$ cat config.mk
export PLATFORM = sky130hd
export DESIGN_NAME = pwm_period_duty_meter_top
export DESIGN_NICKNAME = d
export VERILOG_FILES = /design/src/design/ppdm_pkg.sv /design/src/design/ppdm_front.sv /design/src/design/ppdm_fifo.sv /design/src/design/ppdm_back.sv /design/src/design/pwm_period_duty_meter_top.sv
export SDC_FILE = /design/constraint.sdc
export NUM_CORES = 1
export LEC_CHECK = 0
export ABC_AREA = 1
export BUFFER_PORTS_ARGS = -buffer_cell sky130_fd_sc_hd__buf_2
export CAP_MARGIN = 20
export CORE_MARGIN = 4
export CORE_UTILIZATION = 55
export DETAILED_ROUTE_END_ITERATION = 12
export GPL_TIMING_DRIVEN = 0
export PLACE_DENSITY = 0.76
export SLEW_MARGIN = 0
export SYNTH_ARGS = -nofsm -noshare
export SYNTH_HDL_FRONTEND = slang
export SYNTH_SLANG_ARGS = --single-unit
$ cat constraint.sdc
create_clock -name clk -period 7 [get_ports clk]
set_input_delay 0.7 -clock clk [delete_from_list [all_inputs] [get_ports clk]]
set_output_delay 0.7 -clock clk [all_outputs]
set_load 0.005 [all_outputs]
$ cat src/design/ppdm_pkg.sv
// ppdm_pkg: shared widths, constants and types of the PWM period/duty meter.
// No dependencies; imported by every module of the meter.
`timescale 1ns / 1ps
`default_nettype none
package ppdm_pkg;

  localparam int COUNT_BITS = 16;
  localparam int RATE_W     = 27;
  localparam int FREQ_W     = 26;
  localparam int DUTY_W     = 7;
  localparam int TICKS_W    = 16;
  localparam int PER_W      = COUNT_BITS + 1;
  localparam int PROD_W     = COUNT_BITS + DUTY_W;
  localparam int DIV_W      = (RATE_W > PROD_W) ? RATE_W : PROD_W;
  localparam int CNT_W      = $clog2(DIV_W);
  localparam int FIFO_DEPTH = 4;
  localparam int FIFO_AW    = $clog2(FIFO_DEPTH);

  localparam logic [COUNT_BITS-1:0] COUNT_MAX  = {COUNT_BITS{1'b1}};
  localparam logic [RATE_W-1:0]     RATE_RESET = RATE_W'(1000000);
  localparam logic [DUTY_W-1:0]     PERCENT    = DUTY_W'(100);

  // one finished pair of counts
  typedef struct packed {
    logic [COUNT_BITS-1:0] high_cnt;
    logic [COUNT_BITS-1:0] low_cnt;
    logic                  sat;
  } meas_t;

  typedef struct packed {
    logic full;
    logic empty;
  } fifo_stat_t;

endpackage
`default_nettype wire

$ cat src/design/ppdm_front.sv
// ppdm_front: edge detection and high/low tick counting on the sampled pin.
// Depends on ppdm_pkg; pushes finished measurements into ppdm_fifo.
`timescale 1ns / 1ps
`default_nettype none
module ppdm_front (
  input  wire                    clk,
  input  wire                    rst_n,
  input  wire                    in_valid,
  output logic                   in_ready,
  input  wire                    in_level,
  input  ppdm_pkg::fifo_stat_t   fifo_stat,
  output logic                   push,
  output ppdm_pkg::meas_t        push_data
);
  import ppdm_pkg::*;

  typedef enum logic [2:0] {
    PH_WAIT = 3'b001,
    PH_HIGH = 3'b010,
    PH_LOW  = 3'b100
  } phase_t;

  phase_t                phase_r, phase_nxt;
  logic                  prev_r, prev_nxt;
  logic [COUNT_BITS-1:0] tick_r, tick_nxt;
  logic [COUNT_BITS-1:0] high_r, high_nxt;
  logic                  sat_r, sat_nxt;
  logic                  xfer, rise, fall, emit;

  assign in_ready = ~fifo_stat.full;
  assign xfer     = in_valid & in_ready;
  assign rise     = ~prev_r & in_level;
  assign fall     = prev_r & ~in_level;
  assign push     = xfer & emit;
  assign push_data = '{high_cnt: high_r, low_cnt: tick_r, sat: sat_r};

  always_comb begin
    phase_nxt = phase_r;
    prev_nxt  = prev_r;
    tick_nxt  = tick_r;
    high_nxt  = high_r;
    sat_nxt   = sat_r;
    emit      = 1'b0;
    if (xfer) begin
      prev_nxt = in_level;
      unique case (phase_r)
        PH_HIGH: begin
          if (fall) begin
            high_nxt  = tick_r;
            tick_nxt  = COUNT_BITS'(1);
            phase_nxt = PH_LOW;
          end else if (tick_r == COUNT_MAX) begin
            sat_nxt = 1'b1;
          end else begin
            tick_nxt = tick_r + COUNT_BITS'(1);
          end
        end
        PH_LOW: begin
          if (rise) begin
            emit      = 1'b1;
            phase_nxt = PH_WAIT;
          end else if (tick_r == COUNT_MAX) begin
            sat_nxt = 1'b1;
          end else begin
            tick_nxt = tick_r + COUNT_BITS'(1);
          end
        end
        default: begin
          phase_nxt = PH_WAIT;
          if (rise) begin
            tick_nxt  = COUNT_BITS'(1);
            high_nxt  = '0;
            sat_nxt   = 1'b0;
            phase_nxt = PH_HIGH;
          end
        end
      endcase
    end
  end

  always_ff @(posedge clk) begin
    if (!rst_n) begin
      phase_r <= PH_WAIT;
      prev_r  <= 1'b1;
      tick_r  <= '0;
      high_r  <= '0;
      sat_r   <= 1'b0;
    end else begin
      phase_r <= phase_nxt;
      prev_r  <= prev_nxt;
      tick_r  <= tick_nxt;
      high_r  <= high_nxt;
      sat_r   <= sat_nxt;
    end
  end

endmodule
`default_nettype wire

$ cat src/design/ppdm_fifo.sv
// ppdm_fifo: small queue of finished measurements between front and back.
// Depends on ppdm_pkg (meas_t, FIFO_DEPTH).
`timescale 1ns / 1ps
`default_nettype none
module ppdm_fifo (
  input  wire                   clk,
  input  wire                   rst_n,
  input  wire                   push,
  input  ppdm_pkg::meas_t       push_data,
  input  wire                   pop,
  output ppdm_pkg::meas_t       head,
  output ppdm_pkg::fifo_stat_t  stat
);
  import ppdm_pkg::*;

  meas_t              mem_r [FIFO_DEPTH];
  logic [FIFO_AW-1:0] wr_ptr_r, rd_ptr_r;
  logic [FIFO_AW:0]   cnt_r, cnt_nxt;
  logic               do_push, do_pop;

  assign stat.full  = (cnt_r == (FIFO_AW+1)'(FIFO_DEPTH));
  assign stat.empty = (cnt_r == '0);
  assign do_push    = push & ~stat.full;
  assign do_pop     = pop & ~stat.empty;
  assign head       = mem_r[rd_ptr_r];

  always_comb begin
    cnt_nxt = cnt_r;
    if (do_push && !do_pop) cnt_nxt = cnt_r + (FIFO_AW+1)'(1);
    else if (do_pop && !do_push) cnt_nxt = cnt_r - (FIFO_AW+1)'(1);
  end

  always_ff @(posedge clk) begin
    if (do_push) mem_r[wr_ptr_r] <= push_data;
  end

  always_ff @(posedge clk) begin
    if (!rst_n) begin
      wr_ptr_r <= '0;
      rd_ptr_r <= '0;
      cnt_r    <= '0;
    end else begin
      if (do_push) wr_ptr_r <= wr_ptr_r + FIFO_AW'(1);
      if (do_pop)  rd_ptr_r <= rd_ptr_r + FIFO_AW'(1);
      cnt_r <= cnt_nxt;
    end
  end

endmodule
`default_nettype wire

$ cat src/design/ppdm_back.sv
// ppdm_back: frequency and duty computation with one shared restoring divider,
// plus the result output register. Depends on ppdm_pkg; reads from ppdm_fifo.
`timescale 1ns / 1ps
`default_nettype none
module ppdm_back (
  input  wire                          clk,
  input  wire                          rst_n,
  input  wire [ppdm_pkg::RATE_W-1:0]   rate,
  input  ppdm_pkg::meas_t              head,
  input  ppdm_pkg::fifo_stat_t         fifo_stat,
  output logic                         pop,
  output logic                         out_valid,
  input  wire                          out_ready,
  output logic [ppdm_pkg::FREQ_W-1:0]  out_frequency,
  output logic [ppdm_pkg::DUTY_W-1:0]  out_duty_percent,
  output logic [ppdm_pkg::TICKS_W-1:0] out_high_ticks,
  output logic [ppdm_pkg::TICKS_W-1:0] out_low_ticks,
  output logic                         out_overflow
);
  import ppdm_pkg::*;

  typedef enum logic [3:0] {
    S_IDLE = 4'b0001,
    S_FREQ = 4'b0010,
    S_DUTY = 4'b0100,
    S_OUT  = 4'b1000
  } state_t;

  state_t                state_r;
  meas_t                 meas_r;
  logic [PER_W-1:0]      div_r;
  logic [PROD_W-1:0]     prod_r;
  logic [DIV_W-1:0]      quo_r, quo_nxt;
  logic [PER_W-1:0]      rem_r, rem_nxt;
  logic [CNT_W-1:0]      cnt_r;
  logic [FREQ_W-1:0]     freq_r;
  logic [DUTY_W-1:0]     duty_r;
  logic [PER_W:0]        rem_sh;
  logic                  ge, out_free;

  // one restoring step per cycle
  assign rem_sh  = {rem_r, quo_r[DIV_W-1]};
  assign ge      = (rem_sh >= {1'b0, div_r});
  assign rem_nxt = ge ? PER_W'(rem_sh - {1'b0, div_r}) : PER_W'(rem_sh);
  assign quo_nxt = {quo_r[DIV_W-2:0], ge};

  assign pop      = (state_r == S_IDLE) & ~fifo_stat.empty;
  assign out_free = ~out_valid | out_ready;

  always_ff @(posedge clk) begin
    if (!rst_n) begin
      state_r   <= S_IDLE;
      out_valid <= 1'b0;
    end else begin
      if (out_valid && out_ready) out_valid <= 1'b0;
      unique case (state_r)
        S_IDLE: if (pop) state_r <= S_FREQ;
        S_FREQ: if (cnt_r == '0) state_r <= S_DUTY;
        S_DUTY: if (cnt_r == '0) state_r <= S_OUT;
        S_OUT: begin
          if (out_free) begin
            out_valid <= 1'b1;
            state_r   <= S_IDLE;
          end
        end
        default: state_r <= S_IDLE;
      endcase
    end
  end

  always_ff @(posedge clk) begin
    unique case (state_r)
      S_IDLE: begin
        meas_r <= head;
        div_r  <= PER_W'(head.high_cnt) + PER_W'(head.low_cnt);
        prod_r <= PROD_W'(head.high_cnt) * PROD_W'(PERCENT);
        quo_r  <= DIV_W'(rate);
        rem_r  <= '0;
        cnt_r  <= CNT_W'(DIV_W - 1);
      end
      S_FREQ: begin
        if (cnt_r == '0) begin
          freq_r <= FREQ_W'(quo_nxt);
          quo_r  <= DIV_W'(prod_r);
          rem_r  <= '0;
          cnt_r  <= CNT_W'(DIV_W - 1);
        end else begin
          quo_r <= quo_nxt;
          rem_r <= rem_nxt;
          cnt_r <= cnt_r - CNT_W'(1);
        end
      end
      S_DUTY: begin
        quo_r <= quo_nxt;
        rem_r <= rem_nxt;
        if (cnt_r == '0) duty_r <= DUTY_W'(quo_nxt);
        else cnt_r <= cnt_r - CNT_W'(1);
      end
      S_OUT: begin
        if (out_free) begin
          out_frequency    <= freq_r;
          out_duty_percent <= duty_r;
          out_high_ticks   <= TICKS_W'(meas_r.high_cnt);
          out_low_ticks    <= TICKS_W'(meas_r.low_cnt);
          out_overflow     <= meas_r.sat;
        end
      end
      default: ;
    endcase
  end

endmodule
`default_nettype wire

$ cat src/design/pwm_period_duty_meter_top.sv
// A result is computed once the closing rising edge's tick is transferred and queued;
// the shared bit-per-cycle divider then runs twice (frequency, duty).
// Throughput: one tick per cycle while fewer than 4 measurements wait in the queue;
// in_ready drops when the queue is full; the divider takes one measurement at a time.
// Reset (rst_n, synchronous, active low): waiting for a rising edge with the previous
// level taken as high, queue empty, no result pending, tick rate 1000000 Hz.
`timescale 1ns / 1ps
`default_nettype none
module pwm_period_duty_meter_top (
  input  wire                          clk,
  input  wire                          rst_n,
  // tick input channel
  input  wire                          in_valid,
  output logic                         in_ready,
  input  wire                          in_level,
  // result channel
  output logic                         out_valid,
  input  wire                          out_ready,
  output logic [ppdm_pkg::FREQ_W-1:0]  out_frequency,
  output logic [ppdm_pkg::DUTY_W-1:0]  out_duty_percent,
  output logic [ppdm_pkg::TICKS_W-1:0] out_high_ticks,
  output logic [ppdm_pkg::TICKS_W-1:0] out_low_ticks,
  output logic                         out_overflow,
  // tick rate register
  input  wire                          cfg_we,
  input  wire  [ppdm_pkg::RATE_W-1:0]  cfg_wdata
);
  import ppdm_pkg::*;

  logic [RATE_W-1:0] rate_r;
  fifo_stat_t        fifo_stat;
  meas_t             push_data, head;
  logic              push, pop;

  // Tick rate, the frequency dividend. Only written while the meter is idle (a user rule,
  // not enforced by the block), so the back end reads it live at the start of each division.
  always_ff @(posedge clk) begin
    if (!rst_n) rate_r <= RATE_RESET;
    else if (cfg_we) rate_r <= cfg_wdata;
  end

  // Front: one tick per transfer, edge detect, saturating counters.
  ppdm_front u_front (
    .clk       (clk),
    .rst_n     (rst_n),
    .in_valid  (in_valid),
    .in_ready  (in_ready),
    .in_level  (in_level),
    .fifo_stat (fifo_stat),
    .push      (push),
    .push_data (push_data)
  );

  // Queue of finished count pairs; decouples ticks from the slow divider.
  ppdm_fifo u_fifo (
    .clk       (clk),
    .rst_n     (rst_n),
    .push      (push),
    .push_data (push_data),
    .pop       (pop),
    .head      (head),
    .stat      (fifo_stat)
  );

  // Back: frequency = rate/period, duty = high*100/period, output register.
  ppdm_back u_back (
    .clk              (clk),
    .rst_n            (rst_n),
    .rate             (rate_r),
    .head             (head),
    .fifo_stat        (fifo_stat),
    .pop              (pop),
    .out_valid        (out_valid),
    .out_ready        (out_ready),
    .out_frequency    (out_frequency),
    .out_duty_percent (out_duty_percent),
    .out_high_ticks   (out_high_ticks),
    .out_low_ticks    (out_low_ticks),
    .out_overflow     (out_overflow)
  );

  // The front never pushes into a full queue (in_ready guards it).
  a_no_overrun: assert property (@(posedge clk) disable iff (!rst_n)
    !(push && fifo_stat.full))
    else $error("measurement pushed into full queue");

  // Duty is a percentage of the period.
  a_duty_range: assert property (@(posedge clk) disable iff (!rst_n)
    out_valid |-> (out_duty_percent <= DUTY_W'(100)))
    else $error("duty above 100 percent");

  // Both phases last at least one tick, so the period is never below two.
  a_freq_bound: assert property (@(posedge clk) disable iff (!rst_n)
    out_valid |-> ((out_frequency <= FREQ_W'(rate_r >> 1)) &&
                   (out_high_ticks != '0) && (out_low_ticks != '0)))
    else $error("frequency or counts out of range");

endmodule
`default_nettype wire
==> flow_summary.yaml <==
synth:
  synthSimpleGateAreaFrac_pct: 15.27
  syn_nets: 1907
  synth_top_family_by_area: "simple AND/OR/NAND/NOR gates"
  synth_xor_area_share_pct: 1.642
  synth_ff_type: "edfxtp_1"
  yosysUniqueCellTypes: 44
  ys_top_cells_by_area: "edfxtp_1, dfxtp_1, nand2_1, ha_1, nor2_1"
  yosys_warnings: 0
  synthCells: 1768
  synth_mux_area_share_pct: 0
  async_reset_ff_share_pct: 0
  ys_ff_latch: 426
  synthTopCellsByCount: "edfxtp_1, nand2_1, nor2_1, inv_1, a21oi_1"
  synth_top_area_cell: "edfxtp_1"
  synth_fa_ha_area_share_pct: 7.453
  synth_most_common_cell: "edfxtp_1"
  avgSynthCellArea_um2: 10.86
  yosysSeqAreaShare_pct: 62.54
  synth_compound_area_share_pct: 7.987
  synth_top_area_share_pct: 54.41
  synth_edf_count: 348
  synth_area_um2: 19200
floorplanning:
  die_w_um: 194.9
  fp.dieH_um: 194.9
  core_um2: 34460
  fp-row-count: 68
  io_pins: 101
  die_area_um2: 37970
  initial_core_util_pct: 55.73
cts:
  clk_pin_slew_ns: 0.06
  cts_tree: "built"
  ctsResizeCount: 0
  clock_latency_ns: 0.56
  cts_buffer_depth: 3
  post-cts-setup-buffers: 0
  cts.sinks: 426
  cts_buffers: 43
  htreeDepth: 2
  root_buffer: "clkbuf_16"
  ctsHoldBuffers: 0
global_routing:
  grt_pass1_vias: 12910
  antenna_found_initial: 0
  grt.total_usage_pct: 22.28
  grt-busiest-layer: "met2"
  gr-total-overflow: 0
  grt_pass1_wl_mm: 68.12
  gr-usage-met1_pct: 29.81
  grtUsageMet2_pct: 38.03
  grt_max_degree: 37
  grt_util_met3_pct: 3.571
sta:
  worst_slew_margin_rel_pct: 24.80
  fin_crit_ns: 4.893
  rsz0062_at_grt: "false"
  period_share_pct: 69.90
  finClkSkew_ns: 0.02787
  hold_violations: 0
  fmax_ghz: 0.2044
  worst_slack_ns: 2.107
  slew_viol_final: 0
  worstMarginPinSlew_ns: 1.128
  finalSetupViolations: 0
  fin_setup_tns_ns: 0
placed_design:
  port-buffer-count: 99
  gp_congestion: 0.9129
  place_hpwl_mm: 30.84
  dpl_worst_slack_ns: 2.079
run:
  maxCapViolCount: 0
setup_path:
  worst-r2r-setup-slack_ns: 2.11
  crit_path_start_kind: "register"
  setup.worst_path.end_class: "register"
  cpMostUsedCell: "nand2_1"
  reg2reg_depth: 20
  crit_required_ns: 7.31
  crit_end: "u_back.prod_r[20]"
  worstSetupPathType: "register to register"
  worstReg2RegEnd: "u_back.prod_r[20]"
  critPathMaxStageDelay_ns: 0.81
  cp_max_fo: 10
  slowest_stage: "o22ai_1"
  arrival_ns: 5.21
  path_cells: "inv_1 > buf_2 > buf_1 > nor2_1 > o22ai_1 > ha_1 > ha_1 > inv_1 > fa_1 > inv_1 > ha_1 > a21o_1 > nand2_1 > nand3_1 > nand3_1 > nand2_1 > nand2_1 > nand2_1 > nand2_1 > nand2_1"
routing:
  wl_per_cell_um: 17.85
  vias_per_cell: 5.529
  wirelength_mm: 43.05
  dr.first_iter.drc_count: 1188
  postRouteAntennaNets: 0
  first_pass_iters: 6
  num_vias: 13340
  drc: 0
finish:
  antenna_cells: 0
  final_layout_size_suffix_gt1_share_pct: 11.85
  nets: 2061
  nFillCells: 2667
  area_growth_syn_to_layout_pct: 14.26
min_path:
  holdCritPathClass: "primary input to register"
run_status:
  status: "finished clean"
[registers in the layout, summed over array words and instances, names as in the netlist, 2 cells and up, named ones only]
name                     flops
u_fifo.mem_r               132
u_back.meas_r               33
rate_r                      27
u_back.quo_r                27
u_back.freq_r               26
u_back.out_frequency        26
u_back.prod_r               18
u_back.div_r                17
u_back.rem_r                17
u_back.out_high_ticks       16
u_back.out_low_ticks        16
u_front.high_r              16
u_front.tick_r              16
u_back.duty_r                7
u_back.out_duty_percent      7
u_back.cnt_r                 5
u_back.state_r               4
u_fifo.cnt_r                 3
u_front.phase_r              3
u_fifo.rd_ptr_r              2
u_fifo.wr_ptr_r              2
[cells in the final DEF, fill, tap and decap left out, types with 29 or more instances in the layout]
| master | Yosys | layout |
|---|---|---|
| dfxtp_1 | 78 | 78 |
| buf_2 | 7 | 106 |
| edfxtp_1 | 348 | 348 |
| a21oi_1 | 104 | 104 |
| nand3_1 | 94 | 94 |
| inv_1 | 187 | 186 |
| clkbuf_1 | 33 | 41 |
| nand2_1 | 309 | 308 |
| nor2_1 | 218 | 214 |
| clkbuf_16 | 0 | 44 |
| ha_1 | 92 | 92 |
| o21ai_0 | 89 | 89 |
| xor2_1 | 29 | 29 |
[logic make-up (layout without fill, tap and decap cells)]
| logic type | Yosys count | count (layout) |
|---|---|---|
| simple gates | 685 | 685 |
| flops | 426 | 426 |
| compound gates | 270 | 270 |
| buf+inv | 245 | 434 |
| fa+ha+maj | 106 | 106 |
| xor+xnor | 36 | 36 |
[worst max-delay path, delay by kind of cell, from the launching register on]
family                   cells  cell delay, ns
flip-flops                   1            0.36
adder cells (fa/ha/maj)      4            1.53
AND/OR/NAND/NOR              9            0.78
AO/OA/AOI/OAI                2            1.04
buffers and inverters        5            0.94
[per-stage QoR]
step | std cells | util (%) | cell area (µm²) | hold slack, ns
after floorplan | 1768 | - | 19210 | 0.4003
after global placement | 2322 | 58.84 | 20280 | 0.4005
after detailed placement | 2332 | 59.53 | 20510 | 0.4045
after CTS | 2412 | 63.68 | 21940 | 0.3401
after global routing | 2412 | 63.68 | 21940 | 0.3569
final | 2412 | 63.68 | 21940 | 0.3544
[layout make-up]
type | count | area (µm²) | area share [%]
timing repair buffer | 109 | 690.7 | 3.148
buffer | 50 | 245.2 | 1.118
multi-input combinational | 1097 | 6261 | 28.53
tap | 455 | 569.3 | 2.595
clock buffer | 57 | 1200 | 5.468
sequential | 426 | 12010 | 54.74
inverter | 195 | 734.5 | 3.347
clock inverter | 23 | 230.2 | 1.049
[worst min path at each step]
stage,startpoint,slack [ns],to,depth (start not counted)
detailed placement,u_back.freq_r[2],0.40,u_back.out_frequency[2],0
CTS,cfg_wdata[19],0.34,rate_r[19],3
floorplan,u_back.duty_r[0],0.40,u_back.out_duty_percent[0],0
global placement,u_back.meas_r[25],0.40,u_back.out_high_ticks[8],0
finish,cfg_wdata[19],0.35,rate_r[19],3
global route,cfg_wdata[14],0.36,rate_r[14],3
[layer usage]
| layer | part of all wire, % | vias to the layer above |
|---|---|---|
| met1 | 41 | 6361 |
| met3 | 7.3 | 83 |
| met2 | 49 | 485 |
| met4 | 2.6 | 0 |
| li1 | - | 6407 |
| met5 | 0 | - |
Power is left out: the tool's default activity adds up to more than one toggle a clock period on the data nets, which glitch-free logic cannot reach.
